--- config.mk ---
export PLATFORM = sky130hd
export DESIGN_NAME = cb_prefix_bit_shift_unit_top
export DESIGN_NICKNAME = d
export VERILOG_FILES = /design/src/hdl/cbsu_pkg.sv /design/src/hdl/cbsu_regfile.sv /design/src/hdl/cbsu_exec.sv /design/src/hdl/cb_prefix_bit_shift_unit_top.sv
export SDC_FILE = /design/constraint.sdc
export NUM_CORES = 1
export LEC_CHECK = 0
export BUFFER_PORTS_ARGS = -buffer_cell sky130_fd_sc_hd__buf_4
export CORE_MARGIN = 1.5
export CORE_UTILIZATION = 34
export CTS_CLUSTER_SIZE = 30
export DETAILED_ROUTE_END_ITERATION = 12
export SYNTH_ARGS = -nofsm -noshare
export SYNTH_HDL_FRONTEND = slang
export SYNTH_HIERARCHICAL = 1
export SYNTH_SLANG_ARGS = --single-unit
export TNS_END_PERCENT = 30
--- constraint.sdc ---
create_clock -name clk -period 8 [get_ports clk]
set_input_delay 2.4 -clock clk [delete_from_list [all_inputs] [get_ports clk]]
set_output_delay 2.4 -clock clk [all_outputs]
set_load 0.02 [all_outputs]
--- src/hdl/cbsu_pkg.sv ---
// Shared types, codes and helpers for the CB-prefix bit and shift unit.
`default_nettype none
package cbsu_pkg;

    localparam int SLOT_W    = 3;
    localparam int NUM_SLOTS = 7;

    localparam logic [SLOT_W-1:0] SLOT_H = 3'd4;
    localparam logic [SLOT_W-1:0] SLOT_L = 3'd5;
    localparam logic [SLOT_W-1:0] SLOT_A = 3'd6;

    localparam logic [2:0] SEL_B     = 3'd0;
    localparam logic [2:0] SEL_C     = 3'd1;
    localparam logic [2:0] SEL_D     = 3'd2;
    localparam logic [2:0] SEL_E     = 3'd3;
    localparam logic [2:0] SEL_H     = 3'd4;
    localparam logic [2:0] SEL_L     = 3'd5;
    localparam logic [2:0] SEL_MEM   = 3'd6;
    localparam logic [2:0] SEL_A     = 3'd7;
    localparam logic [2:0] IDX_FLAGS = 3'd6;

    localparam logic CMD_EXEC = 1'b0;
    localparam logic CMD_LOAD = 1'b1;

    localparam logic [1:0] GRP_ROT = 2'd0;
    localparam logic [1:0] GRP_BIT = 2'd1;
    localparam logic [1:0] GRP_RES = 2'd2;
    localparam logic [1:0] GRP_SET = 2'd3;

    localparam logic [2:0] ROT_RLC  = 3'd0;
    localparam logic [2:0] ROT_RRC  = 3'd1;
    localparam logic [2:0] ROT_RL   = 3'd2;
    localparam logic [2:0] ROT_RR   = 3'd3;
    localparam logic [2:0] ROT_SLA  = 3'd4;
    localparam logic [2:0] ROT_SRA  = 3'd5;
    localparam logic [2:0] ROT_SWAP = 3'd6;
    localparam logic [2:0] ROT_SRL  = 3'd7;

    localparam int FLG_Z = 3;
    localparam int FLG_N = 2;
    localparam int FLG_H = 1;
    localparam int FLG_C = 0;

    typedef struct packed {
        logic       cmd;
        logic [7:0] opcode;
        logic [7:0] mem_data;
        logic [2:0] reg_index;
        logic [7:0] reg_value;
    } item_t;

    typedef struct packed {
        logic              en;
        logic [SLOT_W-1:0] slot;
        logic [7:0]        data;
    } rf_wr_t;

    typedef struct packed {
        logic [7:0] value;
        logic       mem_write;
        logic [3:0] flags;
    } exec_res_t;

    function automatic logic [SLOT_W-1:0] slot_of(input logic [2:0] sel);
        return (sel == SEL_A) ? SLOT_A : sel;
    endfunction

endpackage
`default_nettype wire

--- src/hdl/cbsu_regfile.sv ---
// Register file memory with a registered read port and write forwarding.
`default_nettype none
module cbsu_regfile (
    input  wire logic                          clk,
    input  wire logic                          rst_n,
    input  wire logic                          rd_en,
    input  wire logic [cbsu_pkg::SLOT_W-1:0]   rd_slot,
    input  wire cbsu_pkg::rf_wr_t              wr,
    output logic [7:0]                         rd_data
);

    logic [7:0]                       mem [cbsu_pkg::NUM_SLOTS];
    logic [7:0]                       rd_data_reg;
    logic                             rd_vld_reg;
    logic [cbsu_pkg::SLOT_W-1:0]      rd_slot_reg;
    logic [cbsu_pkg::NUM_SLOTS-1:0]   valid_reg;
    cbsu_pkg::rf_wr_t                 fwd_reg;

    always_ff @(posedge clk)
    begin
        if (wr.en)
        begin
            mem[wr.slot] <= wr.data;
        end
        if (rd_en)
        begin
            rd_data_reg <= mem[rd_slot];
        end
    end

    always_ff @(posedge clk or negedge rst_n)
    begin
        if (!rst_n)
        begin
            valid_reg   <= '0;
            rd_vld_reg  <= 1'b0;
            rd_slot_reg <= '0;
            fwd_reg     <= '0;
        end
        else
        begin
            if (wr.en)
            begin
                valid_reg[wr.slot] <= 1'b1;
                fwd_reg            <= wr;
            end
            if (rd_en)
            begin
                rd_vld_reg  <= valid_reg[rd_slot];
                rd_slot_reg <= rd_slot;
            end
        end
    end

    always_comb
    begin
        if (fwd_reg.en && (fwd_reg.slot == rd_slot_reg))
        begin
            rd_data = fwd_reg.data;
        end
        else if (rd_vld_reg)
        begin
            rd_data = rd_data_reg;
        end
        else
        begin
            rd_data = 8'h00;
        end
    end

endmodule
`default_nettype wire

--- src/hdl/cbsu_exec.sv ---
// Combinational execute logic for CB opcodes and register or flag loads.
`default_nettype none
module cbsu_exec (
    input  wire cbsu_pkg::item_t     item,
    input  wire logic [7:0]          operand,
    input  wire logic [3:0]          flags,
    output cbsu_pkg::exec_res_t      res,
    output cbsu_pkg::rf_wr_t         wr
);

    logic [2:0] sel;
    logic [2:0] n;
    logic [1:0] grp;
    logic       is_mem;
    logic [7:0] v;
    logic [7:0] rot_r;
    logic       cout;
    logic       cin;
    logic [7:0] bit_mask;

    assign sel      = item.opcode[2:0];
    assign n        = item.opcode[5:3];
    assign grp      = item.opcode[7:6];
    assign is_mem   = (sel == cbsu_pkg::SEL_MEM);
    assign v        = is_mem ? item.mem_data : operand;
    assign cin      = flags[cbsu_pkg::FLG_C];
    assign bit_mask = 8'h01 << n;

    always_comb
    begin
        unique case (n)
            cbsu_pkg::ROT_RLC:
            begin
                cout  = v[7];
                rot_r = {v[6:0], v[7]};
            end
            cbsu_pkg::ROT_RRC:
            begin
                cout  = v[0];
                rot_r = {v[0], v[7:1]};
            end
            cbsu_pkg::ROT_RL:
            begin
                cout  = v[7];
                rot_r = {v[6:0], cin};
            end
            cbsu_pkg::ROT_RR:
            begin
                cout  = v[0];
                rot_r = {cin, v[7:1]};
            end
            cbsu_pkg::ROT_SLA:
            begin
                cout  = v[7];
                rot_r = {v[6:0], 1'b0};
            end
            cbsu_pkg::ROT_SRA:
            begin
                cout  = v[0];
                rot_r = {v[7], v[7:1]};
            end
            cbsu_pkg::ROT_SWAP:
            begin
                cout  = 1'b0;
                rot_r = {v[3:0], v[7:4]};
            end
            default:
            begin
                cout  = v[0];
                rot_r = {1'b0, v[7:1]};
            end
        endcase
    end

    always_comb
    begin
        res       = '0;
        wr        = '0;
        res.flags = flags;
        if (item.cmd == cbsu_pkg::CMD_LOAD)
        begin
            if (item.reg_index == cbsu_pkg::IDX_FLAGS)
            begin
                res.flags = item.reg_value[7:4];
                res.value = {item.reg_value[7:4], 4'h0};
            end
            else
            begin
                res.value = item.reg_value;
                wr.en     = 1'b1;
                wr.slot   = cbsu_pkg::slot_of(item.reg_index);
                wr.data   = item.reg_value;
            end
        end
        else
        begin
            unique case (grp)
                cbsu_pkg::GRP_ROT:
                begin
                    res.value                 = rot_r;
                    res.flags                 = '0;
                    res.flags[cbsu_pkg::FLG_Z] = (rot_r == 8'h00);
                    res.flags[cbsu_pkg::FLG_C] = cout;
                end
                cbsu_pkg::GRP_BIT:
                begin
                    res.value                 = v;
                    res.flags[cbsu_pkg::FLG_Z] = ~v[n];
                    res.flags[cbsu_pkg::FLG_N] = 1'b0;
                    res.flags[cbsu_pkg::FLG_H] = 1'b1;
                end
                cbsu_pkg::GRP_RES:
                begin
                    res.value = v & ~bit_mask;
                end
                default:
                begin
                    res.value = v | bit_mask;
                end
            endcase
            if (grp != cbsu_pkg::GRP_BIT)
            begin
                if (is_mem)
                begin
                    res.mem_write = 1'b1;
                end
                else
                begin
                    wr.en   = 1'b1;
                    wr.slot = cbsu_pkg::slot_of(sel);
                    wr.data = res.value;
                end
            end
        end
    end

endmodule
`default_nettype wire

--- src/hdl/cb_prefix_bit_shift_unit_top.sv ---
// Stage one registers a beat and its operand; the output register holds its result.
// Throughput: one beat per cycle while m_axis_tready is high, set by the registered
// register file read port, with the last write forwarded to the following read.
// The output register holds a result while the next beat is taken.
// Reset clears registers B to A, HL and the flags to zero and empties the pipeline.
`default_nettype none
module cb_prefix_bit_shift_unit_top (
    input  wire logic        clk,
    input  wire logic        rst_n,
    input  wire logic        s_axis_tvalid,
    output logic             s_axis_tready,
    // opcode[7:0], mem_data[15:8], reg_index[18:16], reg_value[26:19], zero fill
    input  wire logic [31:0] s_axis_tdata,
    // cmd[0]
    input  wire logic        s_axis_tuser,
    output logic             m_axis_tvalid,
    input  wire logic        m_axis_tready,
    // result_value[7:0], mem_write[8], mem_address[24:9], flag_zero[25],
    // flag_negative[26], flag_half[27], flag_carry[28], zero fill
    output logic [31:0]      m_axis_tdata
);

    cbsu_pkg::item_t      in_item;
    cbsu_pkg::item_t      s1_item_reg;
    logic                 s1_valid_reg;
    logic                 s1_adv;
    logic                 accept;
    logic [7:0]           operand;
    logic [3:0]           flags_reg;
    logic [7:0]           h_reg;
    logic [7:0]           l_reg;
    logic [7:0]           h_next;
    logic [7:0]           l_next;
    cbsu_pkg::exec_res_t  ex_res;
    cbsu_pkg::rf_wr_t     ex_wr;
    cbsu_pkg::rf_wr_t     rf_wr;
    logic                 out_valid_reg;
    logic [31:0]          out_data_reg;

    assign in_item.cmd       = s_axis_tuser;
    assign in_item.opcode    = s_axis_tdata[7:0];
    assign in_item.mem_data  = s_axis_tdata[15:8];
    assign in_item.reg_index = s_axis_tdata[18:16];
    assign in_item.reg_value = s_axis_tdata[26:19];

    assign s1_adv        = s1_valid_reg && (!out_valid_reg || m_axis_tready);
    assign s_axis_tready = !s1_valid_reg || s1_adv;
    assign accept        = s_axis_tvalid && s_axis_tready;

    cbsu_regfile u_regfile (
        .clk     (clk),
        .rst_n   (rst_n),
        .rd_en   (accept),
        .rd_slot (cbsu_pkg::slot_of(in_item.opcode[2:0])),
        .wr      (rf_wr),
        .rd_data (operand)
    );

    cbsu_exec u_exec (
        .item    (s1_item_reg),
        .operand (operand),
        .flags   (flags_reg),
        .res     (ex_res),
        .wr      (ex_wr)
    );

    always_comb
    begin
        rf_wr    = ex_wr;
        rf_wr.en = ex_wr.en && s1_adv;
        h_next   = (ex_wr.en && (ex_wr.slot == cbsu_pkg::SLOT_H)) ? ex_wr.data : h_reg;
        l_next   = (ex_wr.en && (ex_wr.slot == cbsu_pkg::SLOT_L)) ? ex_wr.data : l_reg;
    end

    always_ff @(posedge clk)
    begin
        if (accept)
        begin
            s1_item_reg <= in_item;
        end
        if (s1_adv)
        begin
            out_data_reg <= {3'b000,
                             ex_res.flags[cbsu_pkg::FLG_C],
                             ex_res.flags[cbsu_pkg::FLG_H],
                             ex_res.flags[cbsu_pkg::FLG_N],
                             ex_res.flags[cbsu_pkg::FLG_Z],
                             h_next, l_next,
                             ex_res.mem_write,
                             ex_res.value};
        end
    end

    always_ff @(posedge clk or negedge rst_n)
    begin
        if (!rst_n)
        begin
            s1_valid_reg  <= 1'b0;
            out_valid_reg <= 1'b0;
            flags_reg     <= '0;
            h_reg         <= '0;
            l_reg         <= '0;
        end
        else
        begin
            if (s_axis_tready)
            begin
                s1_valid_reg <= s_axis_tvalid;
            end
            if (s1_adv)
            begin
                out_valid_reg <= 1'b1;
                flags_reg     <= ex_res.flags;
                h_reg         <= h_next;
                l_reg         <= l_next;
            end
            else if (m_axis_tready)
            begin
                out_valid_reg <= 1'b0;
            end
        end
    end

    assign m_axis_tvalid = out_valid_reg;
    assign m_axis_tdata  = out_data_reg;

endmodule
`default_nettype wire
==> results of run 1 <==
synth_stat cells, types with 3 or more instances:
master | instances | share of area, %
sky130_fd_sc_hd__edfxtp_1 | 121 | 48
sky130_fd_sc_hd__nand2_1 | 62 | 3.1
sky130_fd_sc_hd__o21ai_0 | 46 | 3.0
sky130_fd_sc_hd__dfrtp_1 | 45 | 15
sky130_fd_sc_hd__mux2_2 | 45 | 6.7
sky130_fd_sc_hd__mux2i_1 | 24 | 3.2
sky130_fd_sc_hd__inv_1 | 20 | 0.99
sky130_fd_sc_hd__nor2_1 | 17 | 0.84
sky130_fd_sc_hd__clkbuf_1 | 14 | 0.69
sky130_fd_sc_hd__mux4_2 | 12 | 3.6
sky130_fd_sc_hd__nand2b_1 | 12 | 0.99
sky130_fd_sc_hd__nor3_1 | 10 | 0.66
sky130_fd_sc_hd__a21oi_1 | 9 | 0.60
sky130_fd_sc_hd__or2_2 | 9 | 0.74
sky130_fd_sc_hd__mux2_4 | 8 | 1.6
sky130_fd_sc_hd__and2_1 | 6 | 0.50
sky130_fd_sc_hd__buf_4 | 5 | 0.50
sky130_fd_sc_hd__a22o_1 | 4 | 0.46
sky130_fd_sc_hd__buf_2 | 4 | 0.26
sky130_fd_sc_hd__mux4_1 | 4 | 1.4
sky130_fd_sc_hd__a31oi_1 | 3 | 0.25
sky130_fd_sc_hd__buf_6 | 3 | 0.45
sky130_fd_sc_hd__mux2_1 | 3 | 0.45
sky130_fd_sc_hd__nand3_1 | 3 | 0.20
sky130_fd_sc_hd__xnor2_1 | 3 | 0.35
final cells by class:
type | instances | area [um^2]
fillers | 1984 | 12900
flip-flops and latches | 166 | 4760
multi-input cells | 329 | 2590
repair buffers | 69 | 518
clock buffers | 20 | 457
well taps | 280 | 350
clock inverters | 12 | 156
inverters | 22 | 82.6
routing by layer:
metal | global-route usage (%) | vias to the layer above | wire, um
met5 | 0 | - | 0
met4 | 4.90 | 0 | 189
met3 | 3.21 | 11 | 954
met2 | 24.2 | 176 | 8280
met1 | 21.7 | 2371 | 8040
li1 | - | 2150 | -
power by group:
group | switching (mW) | total (mW) | internal [mW]
sequential | 0.0601 | 1.12 | 1.06
clock | 0.360 | 0.849 | 0.490
combinational | 0.258 | 0.467 | 0.209
how the worst max path moves through the flow:
| stage | startpoint | endpoint | slack [ps] | depth (start not counted) |
|---|---|---|---|---|
| floorplan | m_axis_tready | s_axis_tready | 2660 | 2 |
| global placement | m_axis_tready | s_axis_tready | 2380 | 4 |
| detailed placement | m_axis_tready | s_axis_tready | 2370 | 4 |
| CTS | m_axis_tready | s_axis_tready | 2370 | 4 |
| global route | m_axis_tready | s_axis_tready | 2340 | 4 |
| finish | m_axis_tready | s_axis_tready | 2360 | 4 |
per-stage QoR:
stage | instances | worst slack, ps | power (mW) | hold WS [ps] | instance area (um^2)
after global routing | 898 | 2340 | 2.54 | 485 | 8910
after CTS | 898 | 2370 | 2.45 | 466 | 8910
after global placement | 866 | 2380 | 1.59 | 443 | 8300
after detailed placement | 866 | 2370 | 1.60 | 450 | 8300
after floorplan | 544 | 2660 | 1.43 | 430 | 7580
final | 898 | 2360 | 2.43 | 464 | 8910
critical path, stage by stage:
cell and delay, ps:
sky130_fd_sc_hd__buf_4 100, sky130_fd_sc_hd__nand2b_1 230, sky130_fd_sc_hd__or2_2 340, sky130_fd_sc_hd__buf_4 160
cell families (layout without fill, tap and decap cells):
kind of cell / Yosys count / in the layout
xor+xnor: 3 / 3
compound gates: 88 / 88
flops: 166 / 166
other cells: 1 / 3
simple gates: 139 / 139
mux: 96 / 96
buf+inv: 49 / 123
==> out/qor.csv, run 1 <==
metric;value;unit
syn_inst;542;
synth.avg_cell_area;14.0;um^2
rsz_0062_raised_after_global_routing;no;
floorplan.io_pins;71;
post-cts-setup-buffers;0;
layout_worst_path_cycle_share;70.5;%
final_net_count;642;
clock_insertion_delay_worst_skew;430;ps
fin_worst_skew;16.5;ps
cts_root_buffer;sky130_fd_sc_hd__clkbuf_16;
yosys.area_share.simple;9.46;%
worstHoldStart;u_regfile/valid_reg[0];
reg2reg_to;m_axis_tdata[17];
std_cell_rows;54;
dpl.hpwl;11700;um
clkSinkCount;166;
cts_hold_repair.buffers;0;
critical_path_required;5600;ps
layout_commonest_cell;sky130_fd_sc_hd__edfxtp_1;
synth-edff-count;121;
synthesis.area;0.00757;mm^2
route.detailed.drc;0;
final_layout_size_suffix_gt1_share;29.9;%
hold_path_class;register to register;
max-clock-path-buffers;2;
synth-async-reset-ratio;27.1;%
grt_max_degree;46;
ys_dominant_reg_cell;sky130_fd_sc_hd__edfxtp_1;
worst-path-max-fanout;6;
avgRoutedWirePerCell;19.5;um
crit_path_start_kind;primary input;
routed_via_count;4708;
post_synth_xor_area_fraction;0.347;%
portion_of_the_post_synthesis_area_used_by_sequential_elements;62.9;%
crit_end_category;output port;
report.final.hold_viol_count;0;
worst-slew-pin-transition;1230;ps
initial_utilization;34.7;%
main_combinational_cell_family_by_area_after_synthesis;multiplexers;
postSynthRegisterBits;166;
diodes;0;
grt_pass1_vias;4786;
post_synth_fa_ha_maj_area_fraction;0;%
finalSetupViolCount;0;
maxCapViolCount;0;
die_area;0.0232;mm^2
clock_buffer_count_from_cts;17;
dieHeight;152;um
rr_worst_depth;10;
numPortBuffers;62;
layout.core_utilization;40.8;%
holdPathEnd;u_regfile/valid_reg[0];
synth.yosys.warnings;6;
largest_reg_flops;56;
synth.lib_cells_used.distinct;66;
final_cell_mix;121 x sky130_fd_sc_hd__edfxtp_1, 69 x sky130_fd_sc_hd__buf_4, 62 x sky130_fd_sc_hd__nand2_1;
fin_tns_setup;0;ps
grt_first_pass_wirelength;27600;um
timing.rr.start;u_regfile/rd_slot_reg[2];
grt_overflow_total;0;
synth_compound_gate_area_share;7.36;%
cts_resized;0;
fraction_of_synthesized_area_in_multiplexers;16.9;%
antenna_violations_before_repair;0;
ant_nets;0;
gp_congestion;0.839;
powerDensity;273;mW/mm^2
vdd_ir_drop_max;0.000157;V
status;completed;
design.core.area;0.0218;mm^2
die_w;152;um
vias_per_cell;5.24;
slew_headroom;18.1;%
area_delta_synth_final;17.8;%
number_of_levels_in_the_clock_h_tree;4;
first_pass_iteration_count_of_the_detailed_router;5;
drt_iter0_markers;337;
tritoncts;built;
grtUsageTotal;15.5;%
clkSlewWorstSetupHoldPaths;60;ps
finalWirelength;17500;um
power.static_leakage;3.50;nW
worst_ep_arrival_time;3240;ps
crit_type;primary input to output port;
period_needed;5640;ps
final_slew_violations;0;
setup.reg_to_reg.worst_slack;4250;ps
fmaxAchievable;0.177;GHz
whs_path_depth;1;
No activity file was read; power rests on OpenSTA's default activity.
==> inputs of run 2 (changes only) <==
clock period = 4.89 ns   (was 8 ns; I/O delays follow)
==> out/qor.csv, run 2 (same netlist as run 1, synthesis figures left out) <==
metric;value;unit;change
critical_path_required;3420;ps;-2180 ps
cp.buffers_inverters;2;;unchanged
layout_commonest_cell;sky130_fd_sc_hd__edfxtp_1;;
initial_utilization;34.7;%;unchanged
setup.reg_to_reg.worst_slack;1320;ps;-2930 ps
clkSlewWorstSetupHoldPaths;70;ps;about the same
slew_headroom;26.7;%;+8.6 points
cts_hold_repair.buffers;0;;unchanged
clock_insertion_delay_worst_skew;440;ps;about the same
vdd_ir_drop_max;0.000272;V;+73%
final_net_count;646;;+0.62%
number_of_levels_in_the_clock_h_tree;4;;unchanged
holdPathEnd;u_regfile/valid_reg[5];;
crit_type;primary input to output port;;
grt_first_pass_wirelength;27700;um;+0.37%
ant_nets;0;;unchanged
worst_ep_arrival_time;2310;ps;-930 ps
detailed_place.area;0.00833;mm^2;+0.36%
floorplan.io_pins;71;;unchanged
cp_slowest_stage_delay;340;ps;about the same
grt_pass1_vias;4791;;+0.10%
die_w;152;um;unchanged
finalSetupViolCount;0;;unchanged
final_slew_violations;0;;unchanged
dieHeight;152;um;unchanged
worst-slew-pin-transition;1090;ps;-139 ps
finalWirelength;17600;um;+0.49%
layout.core_utilization;40.8;%;-0.075 points
layout.cell_area.non_filler;0.00890;mm^2;-0.18%
diodes;0;;unchanged
total_power;3.87;mW;+59%
final_layout_size_suffix_gt1_share;30.2;%;+0.29 points
rr_worst_depth;9;;-1
design.core.area;0.0218;mm^2;unchanged
std_cell_rows;54;;unchanged
worst-path-max-fanout;6;;unchanged
fmaxAchievable;0.265;GHz;
first_pass_iteration_count_of_the_detailed_router;5;;unchanged
cp_slowest_cell;sky130_fd_sc_hd__or2_2;;
status;completed;;
whs_path_depth;1;;unchanged
cts_root_buffer;sky130_fd_sc_hd__clkbuf_16;;
period_needed;3770;ps;
max-clock-path-buffers;2;;unchanged
worstHoldStart;u_regfile/valid_reg[5];;
crit_chain;buf_4 -> nand2b_1 -> or2_2 -> buf_4;;
area_delta_synth_final;17.6;%;
tritoncts;built;;
gp_congestion;0.811;;-3.4%
grt_max_degree;46;;unchanged
grtUsageTotal;15.7;%;+0.24 points
fin_tns_setup;0;ps;unchanged
route.detailed.drc;0;;unchanged
hold_path_class;register to register;;
cts_resized;0;;unchanged
numPortBuffers;62;;unchanged
avgRoutedWirePerCell;19.5;um;about the same
worst_path_most_repeated_cell;sky130_fd_sc_hd__buf_4;;
dpl.hpwl;11800;um;+1.0%
post-cts-setup-buffers;0;;unchanged
fin_worst_skew;12.7;ps;-3.79 ps
timing.rr.start;u_regfile/rd_slot_reg[0];;
layout_worst_path_cycle_share;77.2;%;
powerDensity;435;mW/mm^2;+59%
report.final.hold_viol_count;0;;unchanged
crit_path_start_kind;primary input;;
clock_buffer_count_from_cts;17;;unchanged
vias_per_cell;5.24;;-0.11%
grt_overflow_total;0;;unchanged
antenna_violations_before_repair;0;;unchanged
die_area;0.0232;mm^2;unchanged
drt_iter0_markers;312;;-7.4%
crit_end_category;output port;;
routed_via_count;4724;;+0.34%
worst_path_dominant_cell_family;simple AND/OR/NAND/NOR gates;;
reg2reg_to;m_axis_tdata[17];;
power.static_leakage;3.50;nW;-0.22%
clkSinkCount;166;;unchanged
maxCapViolCount;0;;unchanged
rsz_0062_raised_after_global_routing;no;;
final_cell_mix;121 x sky130_fd_sc_hd__edfxtp_1, 73 x sky130_fd_sc_hd__buf_4, 62 x sky130_fd_sc_hd__nand2_1;;
largest_reg_flops;56;;unchanged
## run 2: cell types whose count changed in the layout (fill, tap and decap cells not counted), sizes merged
cell      change
bufinv        -2
inv           +1
clkinvlp      +1
clkbuf        -2
buf           +4
clkinv        +2
## run 2: worst max-delay path by stage
stage / startpoint / end / slack, ps / cells after the start
final: m_axis_tready / s_axis_tready / 1120 / 4
after global routing: u_regfile/rd_slot_reg[2] / m_axis_tdata[17] / 1060 / 10
after CTS: m_axis_tready / s_axis_tready / 1100 / 4
after detailed placement: m_axis_tready / s_axis_tready / 1110 / 4
after global placement: m_axis_tready / s_axis_tready / 1130 / 4
after floorplan: m_axis_tready / s_axis_tready / 1410 / 2
## run 2: final cells by class
type                            instances  area (um^2)
Inverter                               22         82.6
Tap cell                              280          350
Timing Repair Buffer                   73          548
Sequential cell                       166         4760
Clock inverter                         14          138
Fill cell                            2031        12900
Clock buffer                           18          429
Multi-Input combinational cell        329         2590
## run 2: through the flow
stage               hold WS, ps  worst slack (ps)  cells
CTS                         460              1100    902
finish                      462              1120    902
floorplan                   430              1410    544
global placement            442              1130    870
global route                481              1060    902
detailed placement          442              1110    870
## run 2: report_power, final
group	switching (mW)	total, mW	internal [mW]
combinational	0.419	0.764	0.345
clock	0.605	1.28	0.675
sequential	0.0980	1.83	1.73
## run 2: metal layers
layer | global-route usage [%] | routed length, um
met3 | 3.58 | 948
met2 | 24.0 | 8130
met1 | 22.0 | 8200
met4 | 5.69 | 266
met5 | 0 | 0
==> inputs of run 3 (changes only) <==
clock period = 3.15 ns   (was 4.89 ns; I/O delays follow)
==> out/qor.csv, run 3 (same netlist as run 1, synthesis figures left out) <==
metric;value;unit;change
finalWirelength;18200;um;+3.7%
worst_ep_arrival_time;3250;ps;+940 ps
p_sw_share;28.8;%;-0.15 points
fin_hold_ws;461;ps;-1.36 ps
clkSinkCount;166;;unchanged
p_int;4.51;mW;+64%
setup.reg_to_reg.worst_slack;80;ps;-1240 ps
switching_power;1.83;mW;+63%
fmaxAchievable;0.326;GHz;
numPortBuffers;62;;unchanged
vdd_ir_drop_max;0.000379;V;+40%
grt_overflow_total;0;;unchanged
slew_headroom;43.9;%;+17 points
rsz_0062_raised_after_global_routing;yes;;
crit_type;register to register;;
gp_congestion;0.837;;+3.2%
grt_first_pass_wirelength;28500;um;+3.0%
initial_utilization;34.7;%;unchanged
die_w;152;um;unchanged
power.static_leakage;3.76;nW;+7.6%
ant_nets;0;;unchanged
layout.cell_area.non_filler;0.00942;mm^2;+5.8%
wl_met3;934;um;-1.5%
status;completed;;
floorplan.io_pins;71;;unchanged
hold_path_class;register to register;;
tritoncts;built;;
grt_max_degree;46;;unchanged
drt-met1-wl;8420;um;+2.6%
grt_pass1_vias;5016;;+4.7%
layout_worst_path_cycle_share;97.3;%;
drt_iter0_markers;395;;+27%
reg2reg_to;m_axis_tdata[19];;
final_cell_mix;121 x sky130_fd_sc_hd__edfxtp_1, 118 x sky130_fd_sc_hd__buf_4, 62 x sky130_fd_sc_hd__nand2_1;;
timing.rr.start;u_regfile/fwd_reg[10];;
report.final.hold_viol_count;0;;unchanged
total_power;6.33;mW;+64%
p_comb_share;22.1;%;+2.4 points
clkSlewWorstSetupHoldPaths;70;ps;about the same
crit_path_start_kind;register;;
clock_buffer_count_from_cts;17;;unchanged
worst-path-max-fanout;5;;-1
route.detailed.drc;0;;unchanged
rr_worst_depth;12;;+3
whs_path_depth;1;;unchanged
maxUsedRoutingLayer;met4;;
detailed_place.area;0.00869;mm^2;+4.4%
clock_insertion_delay_worst_skew;430;ps;about the same
first_pass_iteration_count_of_the_detailed_router;5;;unchanged
worst-slew-pin-transition;841;ps;-247 ps
final_slew_violations;0;;unchanged
wl_met2;8490;um;+4.3%
period_needed;3070;ps;
die_area;0.0232;mm^2;unchanged
max-clock-path-buffers;2;;unchanged
diodes;0;;unchanged
holdPathEnd;u_regfile/valid_reg[1];;
design.core.area;0.0218;mm^2;unchanged
seq_power_share;44.7;%;-2.5 points
routed_via_count;4901;;+3.7%
worstHoldStart;u_regfile/valid_reg[1];;
antenna_violations_before_repair;0;;unchanged
dpl.hpwl;12400;um;+5.1%
maxCapViolCount;0;;unchanged
final_net_count;694;;+7.4%
fin_worst_skew;11.1;ps;-1.53 ps
critical_path_required;3330;ps;-90 ps
dieHeight;152;um;unchanged
largest_reg_flops;56;;unchanged
final_layout_size_suffix_gt1_share;37.9;%;+7.7 points
layout_commonest_cell;sky130_fd_sc_hd__edfxtp_1;;
cts_root_buffer;sky130_fd_sc_hd__clkbuf_16;;
area_delta_synth_final;24.4;%;
std_cell_rows;54;;unchanged
vias_per_cell;5.16;;-1.5%
share_clk_of_total_power;33.2;%;about the same
number_of_levels_in_the_clock_h_tree;4;;unchanged
finalSetupViolCount;0;;unchanged
avgRoutedWirePerCell;19.2;um;-1.5%
crit_end_category;register;;
grtUsageTotal;16.2;%;+0.47 points
powerDensity;672;mW/mm^2;+55%
run 3: cell count changes in the layout (fill, tap and decap cells not counted), moves of 2 or more:
cell	before	now
sky130_fd_sc_hd__buf_4	73	118
sky130_fd_sc_hd__mux2i_1	24	19
sky130_fd_sc_hd__mux2i_2	0	5
sky130_fd_sc_hd__o21ai_2	0	3
sky130_fd_sc_hd__a221oi_1	2	0
sky130_fd_sc_hd__buf_12	0	2
sky130_fd_sc_hd__clkinvlp_4	2	0
sky130_fd_sc_hd__inv_8	3	5
sky130_fd_sc_hd__nor3_1	10	8
sky130_fd_sc_hd__nor3_2	0	2
sky130_fd_sc_hd__o21ai_1	4	2
run 3: cell type report:
type / instances / area, um^2
multi-input combinational: 329 / 2680
fill: 1989 / 12400
sequential: 166 / 4760
inverter: 22 / 82.6
timing repair buffer: 121 / 937
clock buffer: 17 / 425
clock inverter: 15 / 183
tap: 280 / 350
run 3: worst max-delay path, cell delays in order (launching register included):
cell and delay (ps):
sky130_fd_sc_hd__dfrtp_1 390, sky130_fd_sc_hd__xnor2_1 190, sky130_fd_sc_hd__nand4_2 240, sky130_fd_sc_hd__buf_4 230, sky130_fd_sc_hd__mux2i_2 180, sky130_fd_sc_hd__mux4_2 520, sky130_fd_sc_hd__nand2_1 90, sky130_fd_sc_hd__a21oi_1 70
sky130_fd_sc_hd__nor3_2 170, sky130_fd_sc_hd__buf_4 150, sky130_fd_sc_hd__o21ai_1 130, sky130_fd_sc_hd__buf_4 190, sky130_fd_sc_hd__mux2_2 270
run 3: metrics by stage:
stage	setup TNS (ps)	cells	setup slack (ps)	utilization, %
5_1_grt	-267	950	-50.7	43.2
3_3_place_gp	-823	915	-136	39.8
6_report	0	950	84.9	43.2
4_1_cts	-4.86	947	-4.86	42.7
3_5_place_dp	-369	915	-85.7	39.8
2_1_floorplan	0	544	245	-
run 3: power groups by stage:
stage	Combinational, mW	Clock, mW	Sequential (mW)
floorplan	0.744	0	2.90
global placement	1.31	0	2.86
detailed placement	1.32	0	2.87
CTS	1.34	2.15	2.83
global route	1.51	2.25	2.86
finish	1.40	2.10	2.83
run 3: worst max-delay path by stage:
stage          cells after the start                   end  slack [ps]                     start
3_3_place_gp                      12      m_axis_tdata[19]        -140  u_regfile/rd_slot_reg[2]
3_5_place_dp                      11  u_regfile/fwd_reg[6]         -90  u_regfile/rd_slot_reg[1]
6_report                          12      m_axis_tdata[19]          80     u_regfile/fwd_reg[10]
4_1_cts                           12      m_axis_tdata[19]          -5  u_regfile/rd_slot_reg[2]
2_1_floorplan                      9      m_axis_tdata[17]         240  u_regfile/rd_slot_reg[0]
5_1_grt                           12      m_axis_tdata[19]         -50  u_regfile/rd_slot_reg[0]
run 3: layer usage:
metal / GRT usage, % / vias to the layer above
met5: 0 / -
met4: 6.61 / 0
met3: 3.47 / 26
met2: 24.3 / 170
met1: 22.8 / 2445
li1: - / 2260
run 3: repair_timing:
action                     4_1_cts  5_1_grt
pin swaps                        2        6
hold buffers                     0        0
gates cloned                     0        0
setup buffers                    0        3
setup endpoints to repair       15       40
gates resized for setup          4       19
